`src/design/lpbe_pkg.sv`:
```
// ----------------------------------------------------------------------------
// lpbe_pkg: shared types and constants of the LED PWM bit encoder
// Word types of both channels, the queue entry, the register set and the
// register index codes.
// ----------------------------------------------------------------------------
package lpbe_pkg;

   localparam int MAX_LEDS_DEFAULT           = 1024;
   localparam int COMPONENTS_PER_LED_DEFAULT = 3;
   localparam int QUEUE_DEPTH_DEFAULT        = 2;

   localparam int CSR_INDEX_W = 3;
   localparam int CSR_DATA_W  = 16;

   localparam logic [7:0] BRIGHT_FULL      = 8'd255;
   localparam logic [7:0] BRIGHT_OFF       = 8'd0;
   localparam logic [7:0] LED_SEED_STEP    = 8'd131;
   localparam logic [7:0] COMP_SEED_STEP   = 8'd17;
   localparam logic [5:0] RESET_SLOTS_MAX  = 6'd56;
   localparam logic [5:0] LAST_BIT_INDEX   = 6'd7;
   localparam logic [5:0] BITS_PER_BYTE    = 6'd8;

   typedef enum logic [CSR_INDEX_W-1:0] {
      CSR_NORMAL_BRIGHTNESS = 3'd0,
      CSR_FORCE_ENABLE      = 3'd1,
      CSR_FORCED_BRIGHTNESS = 3'd2,
      CSR_DITHER_ENABLE     = 3'd3,
      CSR_ONE_CODE          = 3'd4,
      CSR_ZERO_CODE         = 3'd5,
      CSR_RESET_SLOTS       = 3'd6
   } csr_index_type;

   typedef struct packed {
      logic [7:0]  normal_brightness;
      logic        force_enable;
      logic [7:0]  forced_brightness;
      logic        dither_enable;
      logic [15:0] one_code;
      logic [15:0] zero_code;
      logic [5:0]  reset_slots;
   } cfg_type;

   typedef struct packed {
      logic [7:0]  color_byte;
      logic [31:0] frame_tick;
      logic        last_byte;
   } req_word_type;

   typedef struct packed {
      logic [15:0] pulse_code;
      logic        run_last;
   } rsp_word_type;

   typedef struct packed {
      logic [7:0] level;
      logic       last_byte;
   } queue_entry_type;

endpackage

```
`src/design/lpbe_front.sv`:
```
// ----------------------------------------------------------------------------
// lpbe_front: brightness scaling and dither of one colour byte
// Scales the byte by the effective brightness, applies ordered rounding,
// and tracks the LED and component position that seeds the dither.
// ----------------------------------------------------------------------------
module lpbe_front #(
   parameter int MAX_LEDS           = lpbe_pkg::MAX_LEDS_DEFAULT,
   parameter int COMPONENTS_PER_LED = lpbe_pkg::COMPONENTS_PER_LED_DEFAULT
) (
   input  logic                      clock,
   input  logic                      reset,
   input  lpbe_pkg::cfg_type         cfg,
   input  logic                      accept,
   input  lpbe_pkg::req_word_type    req_word,
   output lpbe_pkg::queue_entry_type entry
);
   import lpbe_pkg::*;

   localparam int LED_W  = (MAX_LEDS > 1) ? $clog2(MAX_LEDS) : 1;
   localparam int COMP_W = $clog2(COMPONENTS_PER_LED);

   logic [LED_W-1:0]  led_ff,      led_in;
   logic [COMP_W-1:0] comp_ff,     comp_in;
   logic [7:0]        led_seed_ff, led_seed_in;
   logic [7:0]        comp_seed_ff, comp_seed_in;

   logic [7:0]  bright;
   logic [15:0] prod;
   logic [16:0] prod_adj;
   logic [7:0]  q_base;
   logic [15:0] q_times;
   logic [7:0]  remainder;
   logic [7:0]  seed;
   logic        round_up;
   logic [7:0]  q_round;

   // floor(prod/255) by reciprocal: (x + x/256 + 1) / 256, exact below 65535
   always_comb begin
      bright    = cfg.force_enable ? cfg.forced_brightness : cfg.normal_brightness;
      prod      = 16'(req_word.color_byte) * 16'(bright);
      prod_adj  = {1'b0, prod} + 17'(prod[15:8]) + 17'd1;
      q_base    = prod_adj[15:8];
      q_times   = {q_base, 8'h00} - {8'h00, q_base};
      remainder = 8'(prod - q_times);
      seed      = req_word.frame_tick[7:0] + led_seed_ff + comp_seed_ff;
      round_up  = cfg.dither_enable && (remainder != 8'd0) && (seed < remainder);
      q_round   = (round_up && (q_base != BRIGHT_FULL)) ? (q_base + 8'd1) : q_base;

      entry.last_byte = req_word.last_byte;
      if (bright == BRIGHT_OFF) begin
         entry.level = 8'd0;
      end else if (bright == BRIGHT_FULL) begin
         entry.level = req_word.color_byte;
      end else begin
         entry.level = q_round;
      end
   end

   // advance position on every accepted word, drop to zero after the last one
   always_comb begin
      led_in       = led_ff;
      comp_in      = comp_ff;
      led_seed_in  = led_seed_ff;
      comp_seed_in = comp_seed_ff;
      if (accept) begin
         if (req_word.last_byte) begin
            led_in       = '0;
            comp_in      = '0;
            led_seed_in  = 8'd0;
            comp_seed_in = 8'd0;
         end else if (comp_ff == COMP_W'(COMPONENTS_PER_LED - 1)) begin
            comp_in      = '0;
            comp_seed_in = 8'd0;
            if (led_ff == LED_W'(MAX_LEDS - 1)) begin
               led_in      = '0;
               led_seed_in = 8'd0;
            end else begin
               led_in      = led_ff + LED_W'(1);
               led_seed_in = led_seed_ff + LED_SEED_STEP;
            end
         end else begin
            comp_in      = comp_ff + COMP_W'(1);
            comp_seed_in = comp_seed_ff + COMP_SEED_STEP;
         end
      end
   end

   always_ff @(posedge clock) begin
      if (reset) begin
         led_ff       <= '0;
         comp_ff      <= '0;
         led_seed_ff  <= 8'd0;
         comp_seed_ff <= 8'd0;
      end else begin
         led_ff       <= led_in;
         comp_ff      <= comp_in;
         led_seed_ff  <= led_seed_in;
         comp_seed_ff <= comp_seed_in;
      end
   end

endmodule

```
`src/design/lpbe_queue.sv`:
```
// ----------------------------------------------------------------------------
// lpbe_queue: short FIFO between front and back
// Register-based queue of scaled bytes; head entry is shown combinationally.
// ----------------------------------------------------------------------------
module lpbe_queue #(
   parameter int DEPTH = lpbe_pkg::QUEUE_DEPTH_DEFAULT
) (
   input  logic                      clock,
   input  logic                      reset,
   input  logic                      push,
   input  lpbe_pkg::queue_entry_type push_entry,
   output logic                      full,
   input  logic                      pop,
   output logic                      head_valid,
   output lpbe_pkg::queue_entry_type head_entry
);
   import lpbe_pkg::*;

   localparam int PTR_W = (DEPTH > 1) ? $clog2(DEPTH) : 1;
   localparam int CNT_W = $clog2(DEPTH + 1);

   queue_entry_type  slot_ff [DEPTH];
   logic [PTR_W-1:0] wr_ptr_ff, wr_ptr_in;
   logic [PTR_W-1:0] rd_ptr_ff, rd_ptr_in;
   logic [CNT_W-1:0] count_ff,  count_in;

   assign full       = (count_ff == CNT_W'(DEPTH));
   assign head_valid = (count_ff != '0);
   assign head_entry = slot_ff[rd_ptr_ff];

   always_comb begin
      wr_ptr_in = wr_ptr_ff;
      rd_ptr_in = rd_ptr_ff;
      count_in  = count_ff;
      if (push) begin
         wr_ptr_in = (wr_ptr_ff == PTR_W'(DEPTH - 1)) ? '0 : wr_ptr_ff + PTR_W'(1);
      end
      if (pop) begin
         rd_ptr_in = (rd_ptr_ff == PTR_W'(DEPTH - 1)) ? '0 : rd_ptr_ff + PTR_W'(1);
      end
      if (push && !pop) begin
         count_in = count_ff + CNT_W'(1);
      end else if (pop && !push) begin
         count_in = count_ff - CNT_W'(1);
      end
   end

   always_ff @(posedge clock) begin
      if (reset) begin
         wr_ptr_ff <= '0;
         rd_ptr_ff <= '0;
         count_ff  <= '0;
      end else begin
         wr_ptr_ff <= wr_ptr_in;
         rd_ptr_ff <= rd_ptr_in;
         count_ff  <= count_in;
      end
   end

   always_ff @(posedge clock) begin
      if (push) begin
         slot_ff[wr_ptr_ff] <= push_entry;
      end
   end

endmodule

```
`src/design/lpbe_back.sv`:
```
// ----------------------------------------------------------------------------
// lpbe_back: bit serializer
// Shifts a scaled byte out as compare words, MSB first, then appends the
// reset slots after a frame's last byte; drives the output register.
// ----------------------------------------------------------------------------
module lpbe_back (
   input  logic                      clock,
   input  logic                      reset,
   input  lpbe_pkg::cfg_type         cfg,
   input  logic                      head_valid,
   input  lpbe_pkg::queue_entry_type head_entry,
   output logic                      pop,
   output logic                      rsp_valid,
   input  logic                      rsp_stall,
   output lpbe_pkg::rsp_word_type    rsp_word
);
   import lpbe_pkg::*;

   logic         busy_ff,   busy_in;
   logic [7:0]   shift_ff,  shift_in;
   logic [5:0]   idx_ff,    idx_in;
   logic [5:0]   end_ff,    end_in;
   logic         out_valid_ff, out_valid_in;
   rsp_word_type out_word_ff,  out_word_in;

   logic       can_emit;
   logic       emit;
   logic       at_end;
   logic [5:0] slots_sat;

   assign rsp_valid = out_valid_ff;
   assign rsp_word  = out_word_ff;

   always_comb begin
      can_emit  = !out_valid_ff || !rsp_stall;
      emit      = busy_ff && can_emit;
      at_end    = (idx_ff == end_ff);
      slots_sat = (cfg.reset_slots > RESET_SLOTS_MAX) ? RESET_SLOTS_MAX : cfg.reset_slots;
      pop       = head_valid && (!busy_ff || (emit && at_end));

      busy_in      = busy_ff;
      shift_in     = shift_ff;
      idx_in       = idx_ff;
      end_in       = end_ff;
      out_valid_in = out_valid_ff;
      out_word_in  = out_word_ff;

      if (emit) begin
         out_valid_in = 1'b1;
         if (idx_ff < BITS_PER_BYTE) begin
            out_word_in.pulse_code = shift_ff[7] ? cfg.one_code : cfg.zero_code;
         end else begin
            out_word_in.pulse_code = 16'd0;
         end
         out_word_in.run_last = at_end;
         shift_in = {shift_ff[6:0], 1'b0};
         idx_in   = idx_ff + 6'd1;
         if (at_end) begin
            busy_in = 1'b0;
         end
      end else if (can_emit) begin
         out_valid_in = 1'b0;
      end

      // load the next byte right behind the final word of the current one
      if (pop) begin
         busy_in  = 1'b1;
         shift_in = head_entry.level;
         idx_in   = 6'd0;
         end_in   = head_entry.last_byte ? (LAST_BIT_INDEX + slots_sat) : LAST_BIT_INDEX;
      end
   end

   always_ff @(posedge clock) begin
      if (reset) begin
         busy_ff      <= 1'b0;
         out_valid_ff <= 1'b0;
      end else begin
         busy_ff      <= busy_in;
         out_valid_ff <= out_valid_in;
      end
   end

   always_ff @(posedge clock) begin
      shift_ff    <= shift_in;
      idx_ff      <= idx_in;
      end_ff      <= end_in;
      out_word_ff <= out_word_in;
   end

endmodule

```
`src/design/led_pwm_bit_encoder.sv`:
```
// ----------------------------------------------------------------------------
// led_pwm_bit_encoder: colour byte to PWM compare word encoder
// Each request word carries one colour component byte in wire order. The
// byte is scaled by the effective brightness (forced or global), optionally
// rounded up by an ordered dither seeded from the frame tick and the LED and
// component position, and sent as eight response words, MSB first: the
// one-code for a set bit, the zero-code for a clear bit. After a byte flagged
// last, reset_slots zero words follow (at most 56) and the position counters
// return to zero. run_last marks the final response word of each request.
// Rate: the serializer emits one response word per cycle unless rsp_stall
// holds it or no byte is queued; the front scales one byte per cycle into
// a QUEUE_DEPTH-entry queue (two by default), so requests are taken in a
// burst until it fills, then at the serializer's pace. Registers must be
// written through csr_write/csr_index/csr_data only while idle; not enforced.
// ----------------------------------------------------------------------------
module led_pwm_bit_encoder #(
   parameter int MAX_LEDS           = lpbe_pkg::MAX_LEDS_DEFAULT,
   parameter int COMPONENTS_PER_LED = lpbe_pkg::COMPONENTS_PER_LED_DEFAULT,
   parameter int QUEUE_DEPTH        = lpbe_pkg::QUEUE_DEPTH_DEFAULT
) (
   input  logic                              clock,
   input  logic                              reset,
   input  logic                              csr_write,
   input  logic [lpbe_pkg::CSR_INDEX_W-1:0]  csr_index,
   input  logic [lpbe_pkg::CSR_DATA_W-1:0]   csr_data,
   input  logic                              req_valid,
   output logic                              req_stall,
   input  lpbe_pkg::req_word_type            req_word,
   output logic                              rsp_valid,
   input  logic                              rsp_stall,
   output lpbe_pkg::rsp_word_type            rsp_word
);
   import lpbe_pkg::*;

   cfg_type         cfg_ff, cfg_in;
   logic            req_accept;
   logic            queue_full;
   logic            queue_pop;
   logic            head_valid;
   queue_entry_type front_entry;
   queue_entry_type head_entry;

   // register file: unknown indexes are dropped
   always_comb begin
      cfg_in = cfg_ff;
      if (csr_write) begin
         case (csr_index_type'(csr_index))
            CSR_NORMAL_BRIGHTNESS: begin
               cfg_in.normal_brightness = csr_data[7:0];
            end
            CSR_FORCE_ENABLE: begin
               cfg_in.force_enable = csr_data[0];
            end
            CSR_FORCED_BRIGHTNESS: begin
               cfg_in.forced_brightness = csr_data[7:0];
            end
            CSR_DITHER_ENABLE: begin
               cfg_in.dither_enable = csr_data[0];
            end
            CSR_ONE_CODE: begin
               cfg_in.one_code = csr_data;
            end
            CSR_ZERO_CODE: begin
               cfg_in.zero_code = csr_data;
            end
            CSR_RESET_SLOTS: begin
               cfg_in.reset_slots = csr_data[5:0];
            end
            default: begin
               cfg_in = cfg_ff;
            end
         endcase
      end
   end

   always_ff @(posedge clock) begin
      if (reset) begin
         cfg_ff.normal_brightness <= 8'd255;
         cfg_ff.force_enable      <= 1'b0;
         cfg_ff.forced_brightness <= 8'd0;
         cfg_ff.dither_enable     <= 1'b0;
         cfg_ff.one_code          <= 16'd58;
         cfg_ff.zero_code         <= 16'd29;
         cfg_ff.reset_slots       <= 6'd50;
      end else begin
         cfg_ff <= cfg_in;
      end
   end

   // hold off requests only while the queue is full
   assign req_stall  = queue_full;
   assign req_accept = req_valid && !queue_full;

   lpbe_front #(
      .MAX_LEDS           (MAX_LEDS),
      .COMPONENTS_PER_LED (COMPONENTS_PER_LED)
   ) u_front (
      .clock    (clock),
      .reset    (reset),
      .cfg      (cfg_ff),
      .accept   (req_accept),
      .req_word (req_word),
      .entry    (front_entry)
   );

   lpbe_queue #(
      .DEPTH (QUEUE_DEPTH)
   ) u_queue (
      .clock      (clock),
      .reset      (reset),
      .push       (req_accept),
      .push_entry (front_entry),
      .full       (queue_full),
      .pop        (queue_pop),
      .head_valid (head_valid),
      .head_entry (head_entry)
   );

   lpbe_back u_back (
      .clock      (clock),
      .reset      (reset),
      .cfg        (cfg_ff),
      .head_valid (head_valid),
      .head_entry (head_entry),
      .pop        (queue_pop),
      .rsp_valid  (rsp_valid),
      .rsp_stall  (rsp_stall),
      .rsp_word   (rsp_word)
   );

endmodule

```
`config.mk`:
```
export PLATFORM = sky130hd
export DESIGN_NAME = led_pwm_bit_encoder
export DESIGN_NICKNAME = d
export VERILOG_FILES = /design/src/design/lpbe_pkg.sv /design/src/design/lpbe_front.sv /design/src/design/lpbe_queue.sv /design/src/design/lpbe_back.sv /design/src/design/led_pwm_bit_encoder.sv
export SDC_FILE = /design/constraint.sdc
export NUM_CORES = 1
export LEC_CHECK = 0
export BUFFER_PORTS_ARGS = -buffer_cell sky130_fd_sc_hd__buf_2
export CAP_MARGIN = 20
export CORE_MARGIN = 2
export CORE_UTILIZATION = 50
export CTS_CLUSTER_SIZE = 28
export DETAILED_ROUTE_END_ITERATION = 7
export GPL_ROUTABILITY_DRIVEN = 0
export PLACE_DENSITY = 0.68
export SYNTH_ARGS = -nofsm -noshare
export SYNTH_HDL_FRONTEND = slang
export SYNTH_HIERARCHICAL = 1
export SYNTH_SLANG_ARGS = --single-unit
```
`constraint.sdc`:
```
create_clock -name clock -period 14.23 [get_ports clock]
set_input_delay 2.1345 -clock clock [delete_from_list [all_inputs] [get_ports clock]]
set_output_delay 2.1345 -clock clock [all_outputs]
set_load 0.1 [all_outputs]
```
* After elaboration in Yosys (flattened, before gate mapping)
Memories as Yosys holds them, arrays and structs flattened. A register that Yosys moved wholly into a read port is not among the register bits.
Cells that the tools add are included.
** Cells by class
- $lt $le $gt $ge :: 3
- Multiplexer cells :: 31
- Equality and inequality tests :: 12
- Multipliers :: 1
- Reductions and logical operators :: 35
- Add/subtract/negate cells :: 17
** Operators by type and width (number)
- 8-bit 2-to-1 mux :: 11
- 10-bit 2-to-1 mux :: 3
- 2-bit AND reduction :: 9
- 16-bit by 1-bit adder with 16-bit output (second input constant) :: 1
- 16-bit by 8-bit adder with 16-bit output :: 1
- 8-bit adder :: 2
- 8-bit by 8-bit multiplier with 16-bit output :: 1
- 16-bit 2-to-1 mux :: 1
- 2-bit nonzero test :: 6
- 1-bit 2-to-1 mux :: 11
- 10-bit by 1-bit adder with 10-bit output (second input constant) :: 1
- 10-bit equality test (second input constant) :: 1
- 3-bit equality test (second input constant) :: 3
- 1-bit logical AND :: 9
- 8-bit by 1-bit adder with 8-bit output (second input constant) :: 1
- 8-bit by 5-bit adder with 8-bit output (second input constant) :: 1
- 8-bit adder (second input constant) :: 1
- 8-bit equality test (second input constant) :: 1
- 8-bit logical NOT :: 1
- 8-bit less-than comparator :: 1
- 2-bit 2-to-1 mux :: 4
- 8-bit != test (second input constant) :: 1
- 8-bit nonzero test :: 1
- 1-bit by 8-bit subtractor with 8-bit output (first input constant) :: 1
- 16 further kinds :: 26
** Word-level totals
- Word-level logic and storage cells :: 121
- Output and inout port bits :: 19
- Bits in writable memories :: 18
- Register bits after elaboration :: 127
- Memories kept :: 1
** Memories
- u_queue.slot_ff :: words 2, bits a word 9, read ports 1, clocked after memory_dff 1, write ports 1, line lpbe_queue.sv:22 : queue_entry_type slot_ff [DEPTH];

* Depth between registers and ports, before layout
- Word-level depth :: 13
- Gate-level depth with buffers :: 43

* Cells and area by module
Netlist, hierarchy kept.
** By module, submodules not included
- lpbe_front :: times used 1, cells each 658, seq. area each 560.5 um^2, area each 5535.3 um^2
- led_pwm_bit_encoder :: times used 1, cells each 222, seq. area each 1121.1 um^2, area each 2322.2 um^2
- lpbe_back :: times used 1, cells each 143, seq. area each 1091.0 um^2, area each 1814.2 um^2
- lpbe_queue :: times used 1, cells each 50, seq. area each 640.6 um^2, area each 857.1 um^2

* Worst setup path after synthesis
No wires, ideal clock.
- Path type :: input to register
- From :: in req_word[33] (netlist bit)
- To :: mem u_queue/slot_ff[0][5] (netlist bit) (data pin)
- Data arrival time :: 11053 ps
- Data required time :: 13965 ps
- Stages :: 41
- Setup time :: 265 ps
- Path slack :: 2912 ps
- Cell sequence :: clkbuf_1 -> nand2b_1 -> fa_1 -> fa_1 -> inv_1 -> fa_1 -> inv_1 -> fa_1 -> inv_1 -> ha_1 -> buf_2 -> a21o_1 -> a221oi_2 -> a21oi_1 -> xnor2_1 -> inv_1 -> ha_1 -> or4b_2 -> [... 5 more ...] -> xnor2_1 -> ha_1 -> inv_1 -> fa_1 -> nor2b_1 -> o21a_1 -> o21ai_0 -> a211o_1 -> o311ai_0 -> inv_1 -> ha_1 -> o21ai_0 -> a21oi_1 -> nor3_1 -> nand2_1 -> buf_2 -> o311a_1 -> a221o_1
** RTL lines
- from (decl) :: line led_pwm_bit_encoder.sv:28 : input lpbe_pkg::req_word_type req_word,
- to (decl) :: line lpbe_queue.sv:22

==> impl_metrics.toml <==
[place]
hpwl_um = 15900
port-buffer-count = 59
dp_slack_ns = 1.45
postPlaceCellArea_um2 = 11000

[synthesis]
mappedNetlistArea_um2 = 10500
seq_area_frac_synth_pct = 32.4
ys.warnings.count = 6
syn_inst = 1073
synth_nets = 1251
async_flop_share_pct = 0
synthFlopType = "dfxtp_1"
ys_ff_latch = 146
synth.avg_cell_area_um2 = 9.81
synth_edf_count = 49
synthDistinctLibCells = 89

[global_route]
first_global_vias = 7546
grt_max_degree = 95
grt_pass1_wl_um = 36600
globalRouteTotalUtil_pct = 20.3
grt_antenna_before_repair = 0
grt.overflow.total = 0

[layout]
final_common_cell = "nor2_1"
multi_input_area_um2 = 6620
regArea_um2 = 3410
syn2layout_area_growth_pct = 10.4
fillers = 1857
diodes = 0
finalNetCount = 1292
design_area_um2 = 11600
drive_gt1_share_pct = 12.6
mostFrequentLayoutCells = "110 x nor2_1, 97 x dfxtp_1, 86 x mux2i_1"

[worst_setup_path]
cp.depth = 38
r2r_slack_ns = 2.17
r2r_cells = 38
cp.required_ns = 14.38
r2r_start = "cfg_ff[47]$_SDFFE_PP0P_"
slowest_delay_ns = 0.63
crit_path_start_kind = "primary input"
worst_setup_path_end_kind = "flip-flop"
crit_fanout = 12
cp_top_family = "adder cells"
worstReg2RegEnd = "u_queue/slot_ff[1][7]$_DFFE_PP_"
critPathCapture = "u_queue/slot_ff[1][7]$_DFFE_PP_"
crit_buf_inv = 6
critical_path.slowest_cell = "or4b_2"
arrival_ns = 12.64
critPathKind = "primary input to flip-flop"
worstSetupStartpoint = "req_word[35]"

[sta]
rsz0062_at_grt = "no"
fin_skew_ns = 0.00914
period_needed_ns = 12.49
relSlewSlack_pct = 29.7
maxSlewViolCount = 0
setup_tns_ns = 0
tightest_slew_ns = 1.05
final-hold-violation-count = 0
hold_slack_ns = 0.472
fmax_mhz = 80.1
finalSetupViolCount = 0
fin_crit_sh_pct = 87.8
finalWorstSetupSlack_ns = 1.74

[clock_tree]
cts.clk_slew.worst_paths_ns = 0.06
cts_buffer_depth = 2
cts_max_level = 4
clk_latency_ns = 0.42
cts_buffers = 17
cts_resized = 0
holdBufCountCts = 0
cts_tree = "yes"
cts_num_sinks = 146
cts-root-buf = "clkbuf_16"
post_cts_buffers = 0

[die]
start_util_pct = 50.6
dieArea_um2 = 22200
num_rows = 53
coreArea_um2 = 20800
die_w_um = 149
die_y_um = 149
io_pins = 84

[drt]
ant_nets = 0
first_pass_iters = 5
initialDrtViolationCount = 518
vias_per_cell = 5.44
drc = 0
wl_per_cell_um = 15.5
via_count = 7624
totalWireLength_um = 21800

[run_status]
status = "finished clean"

[min_path]
holdCritPathClass = "flip-flop to flip-flop"
hp-start = "cfg_ff[20]$_SDFFE_PP0P_"

[job]
maxCapViolations = 0
[per-layer routing]
metal | wire length, µm | GRT usage (%) | vias up
li1 | - | - | 3800
met1 | 10500 | 28.2 | 3673
met2 | 10300 | 33.4 | 122
met3 | 636 | 2.69 | 29
met4 | 388 | 5.95 | 0
met5 | 0 | 0 | -
[tightest hold or removal path, stage by stage, from the launching register on]
cell and delay, ns:
dfxtp_1 0.31, nand2b_1 0.06, mux2i_1 0.06
[synthesized netlist by cell type, drive strengths merged (19+ instances only)]
master | count | area share [%]
fa | 45 | 8.6
a21oi | 35 | 1.8
nand3 | 25 | 1.2
nand2b | 69 | 4.2
inv | 76 | 2.7
mux2i | 86 | 8.2
xnor2 | 39 | 3.2
clkbuf | 19 | 0.68
o21ai | 25 | 1.2
nor2 | 110 | 3.9
nor2b | 53 | 3.1
ha | 68 | 8.1
dfxtp | 97 | 18
xor2 | 27 | 2.2
edfxtp | 49 | 14
nand2 | 33 | 1.2
buf | 23 | 1.4
[metrics by stage]
| step | instances | utilization [%] |
|---|---|---|
| final | 1402 | 55.8 |
| after global routing | 1402 | 55.8 |
| after CTS | 1402 | 55.8 |
| after detailed placement | 1370 | 52.8 |
| after global placement | 1370 | 52.8 |
| after floorplan | 1073 | - |
[how the worst min path moves through the flow]
stage                                     end  slack, ns  cells past startpoint
3_3_place_gp          cfg_ff[33]$_SDFFE_PP0P_       0.46                      2
6_report              cfg_ff[20]$_SDFFE_PP0P_       0.47                      2
4_1_cts               cfg_ff[20]$_SDFFE_PP0P_       0.47                      2
3_5_place_dp          cfg_ff[24]$_SDFFE_PP0P_       0.46                      2
5_1_grt               cfg_ff[20]$_SDFFE_PP0P_       0.49                      2
2_1_floorplan  u_front/led_ff[9]$_SDFFE_PP0P_       0.44                      2
[cell families after synthesis]
group | Yosys count | share of synthesized area (%)
compound gates | 139 | 9.76
xor+xnor | 69 | 6.14
fa+ha+maj | 113 | 16.6
buf+inv | 118 | 4.82
flops | 146 | 32.4
mux | 104 | 10.2
simple gates | 384 | 20.0
[sequential cells by signal, summed over array words and instances, names as in the netlist, 6 cells and up, named ones only]
register / cells
cfg_ff: 56
u_back/end_ff: 6
u_back/idx_ff: 6
u_back/rsp_word: 17
u_back/shift_ff: 8
u_front/comp_seed_ff: 8
u_front/led_ff: 10
u_front/led_seed_ff: 8
u_queue/slot_ff: 18
[final cells by class]
class | instances | share of cell area (%)
flip-flops and latches | 146 | 29.4
well taps | 275 | 2.96
clock inverters | 10 | 1.35
multi-input cells | 809 | 57.0
inverters | 76 | 2.46
repair buffers | 64 | 2.86
clock buffers | 22 | 4.00
Power is not shown: default switching activity piles up to over one toggle a cycle in this logic, so the estimate is an artifact.
